$ cat config.mk
export PLATFORM = sky130hd
export DESIGN_NAME = bmpp_div
export DESIGN_NICKNAME = d
export VERILOG_FILES = /design/src/sv/bmpp_div.sv
export SDC_FILE = /design/constraint.sdc
export NUM_CORES = 1
export LEC_CHECK = 0
export ABC_AREA = 1
export BUFFER_PORTS_ARGS = -buffer_cell sky130_fd_sc_hd__buf_2
export CAP_MARGIN = 20
export CORE_ASPECT_RATIO = 0.9
export CORE_MARGIN = 3
export CORE_UTILIZATION = 56
export DETAILED_ROUTE_END_ITERATION = 12
export PLACE_DENSITY = 0.93
export SLEW_MARGIN = 20
export SYNTH_ARGS = -nofsm -noshare
export SYNTH_HDL_FRONTEND = slang
export SYNTH_SLANG_ARGS = --single-unit
$ cat constraint.sdc
create_clock -name clk_i -period 7.9 [get_ports clk_i]
set_input_delay 1.975 -clock clk_i [delete_from_list [all_inputs] [get_ports clk_i]]
set_output_delay 1.975 -clock clk_i [all_outputs]
set_load 0.01 [all_outputs]
$ cat src/sv/bmpp_div.sv
// Restoring divider, one quotient bit per cycle. The top count_i bits of the
// dividend are processed; the quotient is valid for a full 64-bit run.
module bmpp_div #(
  parameter int unsigned DW = 16
) (
  input  logic          clk_i,
  input  logic          rst_ni,
  input  logic          start_i,
  input  logic [6:0]    count_i,
  input  logic [63:0]   dividend_i,
  input  logic [DW-1:0] divisor_i,
  output logic          busy_o,
  output logic [63:0]   quot_o,
  output logic [DW-1:0] rem_o
);

  logic [63:0]   dvd_q, dvd_d;
  logic [DW-1:0] rem_q, rem_d;
  logic [DW-1:0] dv_q, dv_d;
  logic [6:0]    cnt_q, cnt_d;
  logic          busy_q, busy_d;
  logic [DW:0]   trial;
  logic [DW:0]   diff;
  logic          take;

  assign trial = {rem_q, dvd_q[63]};
  assign take  = (trial >= {1'b0, dv_q});
  assign diff  = trial - {1'b0, dv_q};

  always_comb begin
    dvd_d  = dvd_q;
    rem_d  = rem_q;
    dv_d   = dv_q;
    cnt_d  = cnt_q;
    busy_d = busy_q;
    if (start_i) begin
      dvd_d  = dividend_i;
      rem_d  = '0;
      dv_d   = divisor_i;
      cnt_d  = count_i;
      busy_d = 1'b1;
    end else if (busy_q) begin
      rem_d  = take ? diff[DW-1:0] : trial[DW-1:0];
      dvd_d  = {dvd_q[62:0], take};
      cnt_d  = cnt_q - 7'd1;
      busy_d = (cnt_q != 7'd1);
    end
  end

  always_ff @(posedge clk_i or negedge rst_ni) begin
    if (!rst_ni) begin
      busy_q <= 1'b0;
      cnt_q  <= '0;
    end else begin
      busy_q <= busy_d;
      cnt_q  <= cnt_d;
    end
  end

  always_ff @(posedge clk_i) begin
    dvd_q <= dvd_d;
    rem_q <= rem_d;
    dv_q  <= dv_d;
  end

  assign busy_o = busy_q;
  assign quot_o = dvd_q;
  assign rem_o  = rem_q;

endmodule

* After elaboration in Yosys (flattened, before gate mapping)
Index checks and enable logic that the tools add are counted.
** Cells by class
- $add $sub $neg :: 2
- $mul :: 0
- Div/mod/pow operators :: 0
- Order comparisons :: 1
- Equality and inequality tests :: 1
- Shifts and indexed selects :: 0
- Multiplexer cells :: 7
- Bitwise logic cells :: 0
- Reduce and logical (&&, ||, !) cells :: 1
** Operators with widths (count)
- two-way mux 64 bit :: 2
- >= comparator 17 x 16 -> 1 bit :: 1
- two-way mux 16 bit :: 1
- subtractor 16 bit :: 1
- two-way mux 7 bit :: 2
- inequality test 7 x 1 -> 1 bit (second input constant) :: 1
- subtractor 7 x 1 -> 7 bit (second input constant) :: 1
- two-way mux 1 bit :: 2
- nonzero test 2 bit :: 1
** Word-level totals
- Register bits :: 104
- Bits in latches :: 0
- Bits in writable memories :: 0
- Bits in read-only memories :: 0
- Input port bits :: 90
- Output and inout port bits :: 81
- Logic and storage cells :: 17
- Memories kept :: 0

* Depth between registers and ports, before layout
- Word-level depth :: 3
- Gate-level depth with buffers :: 14
- Depth with buffers taken out :: 14

* Worst setup path before layout
No wires, ideal clock.
- Path kind :: input to register
- From :: input port start_i
- To :: register cnt_q[1]
- Library setup time :: 0.252 ns
- Arrival time :: 4.441 ns
- Data required time :: 7.648 ns
- Setup slack :: 3.207 ns
- Cell stages on the path :: 5
- Buffers on the path :: 2
- Cells stage by stage :: buf_2 > nor2_1 > inv_1 > clkbuf_1 > o221ai_1
** Between the ends
- Cells in the longest elaborated chain, start to end :: 1
- Elaborated cells on any way between the ends :: 2
- Classes of those cells :: mux (1); reduce/logical (1)
** Ends and longest elaborated chain
- from (decl) :: line 8 : input logic start_i,
- two-way mux 7 bit / nonzero test 2 bit (equally long branches)
- to (signal assigned) :: line 56 : cnt_q <= cnt_d;
- to (decl) :: line 20 : logic [6:0] cnt_q, cnt_d;
Parallel ways exist; a longest one is shown, timed or not.
A chain may end at the register's enable or synchronous reset.

* Worst setup path after layout
- From :: input port start_i
- To :: register cnt_q[3]
Same word-level chain as after synthesis.

==> impl_metrics.json <==
{
  "cts_tree": "built",
  "synthTopCellsByArea": "edfxtp_1, nand2_1, dfxtp_1",
  "ctsRootBufferMaster": "clkbuf_8",
  "coreArea_um2": 9330,
  "use_met1": 0.347,
  "htreeDepth": 3,
  "gp_congestion": 0.927,
  "fin_skew_ps": 10.9,
  "power_mw": 1.84,
  "grt_overflow": 0,
  "drc": 0,
  "syn_area_um2": 5490,
  "start_util": 0.588,
  "cts.reportedPaths.clkPinSlew_ps": 100,
  "yosysSeqAreaShare": 0.533,
  "fin_cells": 954,
  "preCtsSetupSlack_ps": 3380,
  "fin_crit_sh": 0.522,
  "fin_ws_ps": 3770,
  "clock_latency_ps": 360,
  "cellLeakagePower_nw": 3.55,
  "ant_nets": 0,
  "syn_nets": 774,
  "grt_start_max_net_pins": 69,
  "hp-class": "flop to flop",
  "critical_path_class": "input pin to flop",
  "fp.dieW_um": 110,
  "grt_usage": 0.256,
  "gr-max-usage-layer": "met2",
  "drv_cap": 0,
  "syn_area_per_cell_um2": 8.25,
  "postSynthCellCount": 665,
  "period_needed_ps": 4130,
  "status": "finished clean",
  "drtIter0Drc": 422,
  "wl_mm": 13.7,
  "regToRegSetupSlack_ps": 5500,
  "postLayoutCoreUtil": 0.708,
  "route.vias.total": 4992,
  "synth.largest_area_cell": "edfxtp_1",
  "worst_ep_arrival_time_ps": 4340,
  "die_h_um": 99.9,
  "post-cts-setup-buffers": 0,
  "viasPerCell": 5.23,
  "grt_pass1_wl_mm": 21.9,
  "grt_use_met3": 0.0482,
  "crit_fanout": 68,
  "slew_violations": 0,
  "synth_flop_cell": "edfxtp_1",
  "antenna_found_initial": 1,
  "io-pin-count": 171,
  "yosys_warnings": 0,
  "tightest_slew_ps": 1060,
  "cts_resized": 0,
  "synth_top_area_frac": 0.438,
  "rsz0062_at_grt": "no",
  "async_flop_share": 0.0769,
  "ys_seq_elements": 104,
  "cp-start-kind": "input pin",
  "relSlewSlack": 0.292,
  "p_per_area_nw_per_um2": 279,
  "diodes": 0,
  "first_pass_iters": 6,
  "hold_viol": 0,
  "dp_hpwl_mm": 10.4,
  "max_freq_mhz": 242,
  "postCtsHoldBufs": 0,
  "final_cell_mix": "nand2_1, buf_2, edfxtp_1",
  "drive_above_1_share": 0.242,
  "area_delta_synth_final_pct": 20.5,
  "vdd_drop_max_v": 0.000154,
  "nets": 936,
  "clock_path_buffers": 2,
  "crit_path_end_kind": "flop",
  "synth_edf_count": 80,
  "grt_pass1_vias": 4618,
  "fp-row-count": 33,
  "clkSinkCount": 104,
  "use_met2": 0.410,
  "wl_per_cell_um": 14.3,
  "die_area_um2": 11000,
  "synth_cell_types": 38,
  "final_common_cell": "nand2_1",
  "port_buffers": 170,
  "setup_violations": 0,
  "cts_buffers": 9,
  "placedCellCount": 938,
  "worstPathRequired_ps": 8120,
  "fin_setup_tns_ps": 0
}
cells in the mapped netlist (6+ instances only):
cell type,count
edfxtp_1,80
ha_1,18
clkbuf_1,12
inv_1,74
nor2_1,20
nand3_1,39
a21oi_1,7
nand3b_1,7
dfxtp_1,16
nand2_1,321
o21ai_0,8
dfrtp_1,8
nand4_1,6
per-layer routing:
layer | wire length [µm] | vias up
met5 | 7 | -
met4 | 333 | 2
met3 | 1230 | 33
met2 | 6620 | 257
met1 | 5480 | 2252
li1 | - | 2448
logic make-up after synthesis:
logic type | synth area share
AND/OR/NAND/NOR | 0.305
flip-flops | 0.533
buffers and inverters | 0.0693
AO/OA/AOI/OAI | 0.0338
adder cells (fa/ha/maj) | 0.0447
XOR/XNOR | 0.0144
stage by stage:
step                      hold slack [ps]  area [µm²]
after floorplan                       500        5490
after global placement                496        6410
after detailed placement              496        6410
after CTS                             509        6610
after global routing                  535        6610
final                                 515        6610
worst max-delay path: stages:
cell and delay, ps:
buf_2 490, inv_2 600, nand2_1 380, clkinv_1 500, nand2_1 220, o221ai_1 140
worst paths after layout:
check                               start         end  cells after the start
worst min-delay path            rem_o[12]   rem_o[12]                      2
min in group asynchronous          rst_ni    cnt_q[3]                      1
max in group asynchronous          rst_ni    cnt_q[6]                      1
worst min register to register  rem_o[12]   rem_o[12]                      2
worst max register to register     busy_o  quot_o[51]                      3
worst max-delay path              start_i    cnt_q[3]                      6
sequential cells by signal, summed over array words and instances (netlist names):
| register | flops |
|---|---|
| quot_o | 64 |
| dv_q | 16 |
| rem_o | 16 |
| cnt_q | 7 |
| busy_o | 1 |
layout make-up:
cell class,instances,area [µm²]
Fill cell,740,2720
Clock buffer,12,145
Clock inverter,4,53.8
Inverter,76,285
Timing Repair Buffer,172,866
Tap cell,122,153
Sequential cell,104,2920
Multi-Input combinational cell,464,2180
report_power, final:
group / total [mW] / internal [mW] / switching, mW
sequential: 0.761 / 0.685 / 0.0760
combinational: 0.749 / 0.279 / 0.470
clock: 0.331 / 0.157 / 0.174
Power figures use the tool's default switching activity.
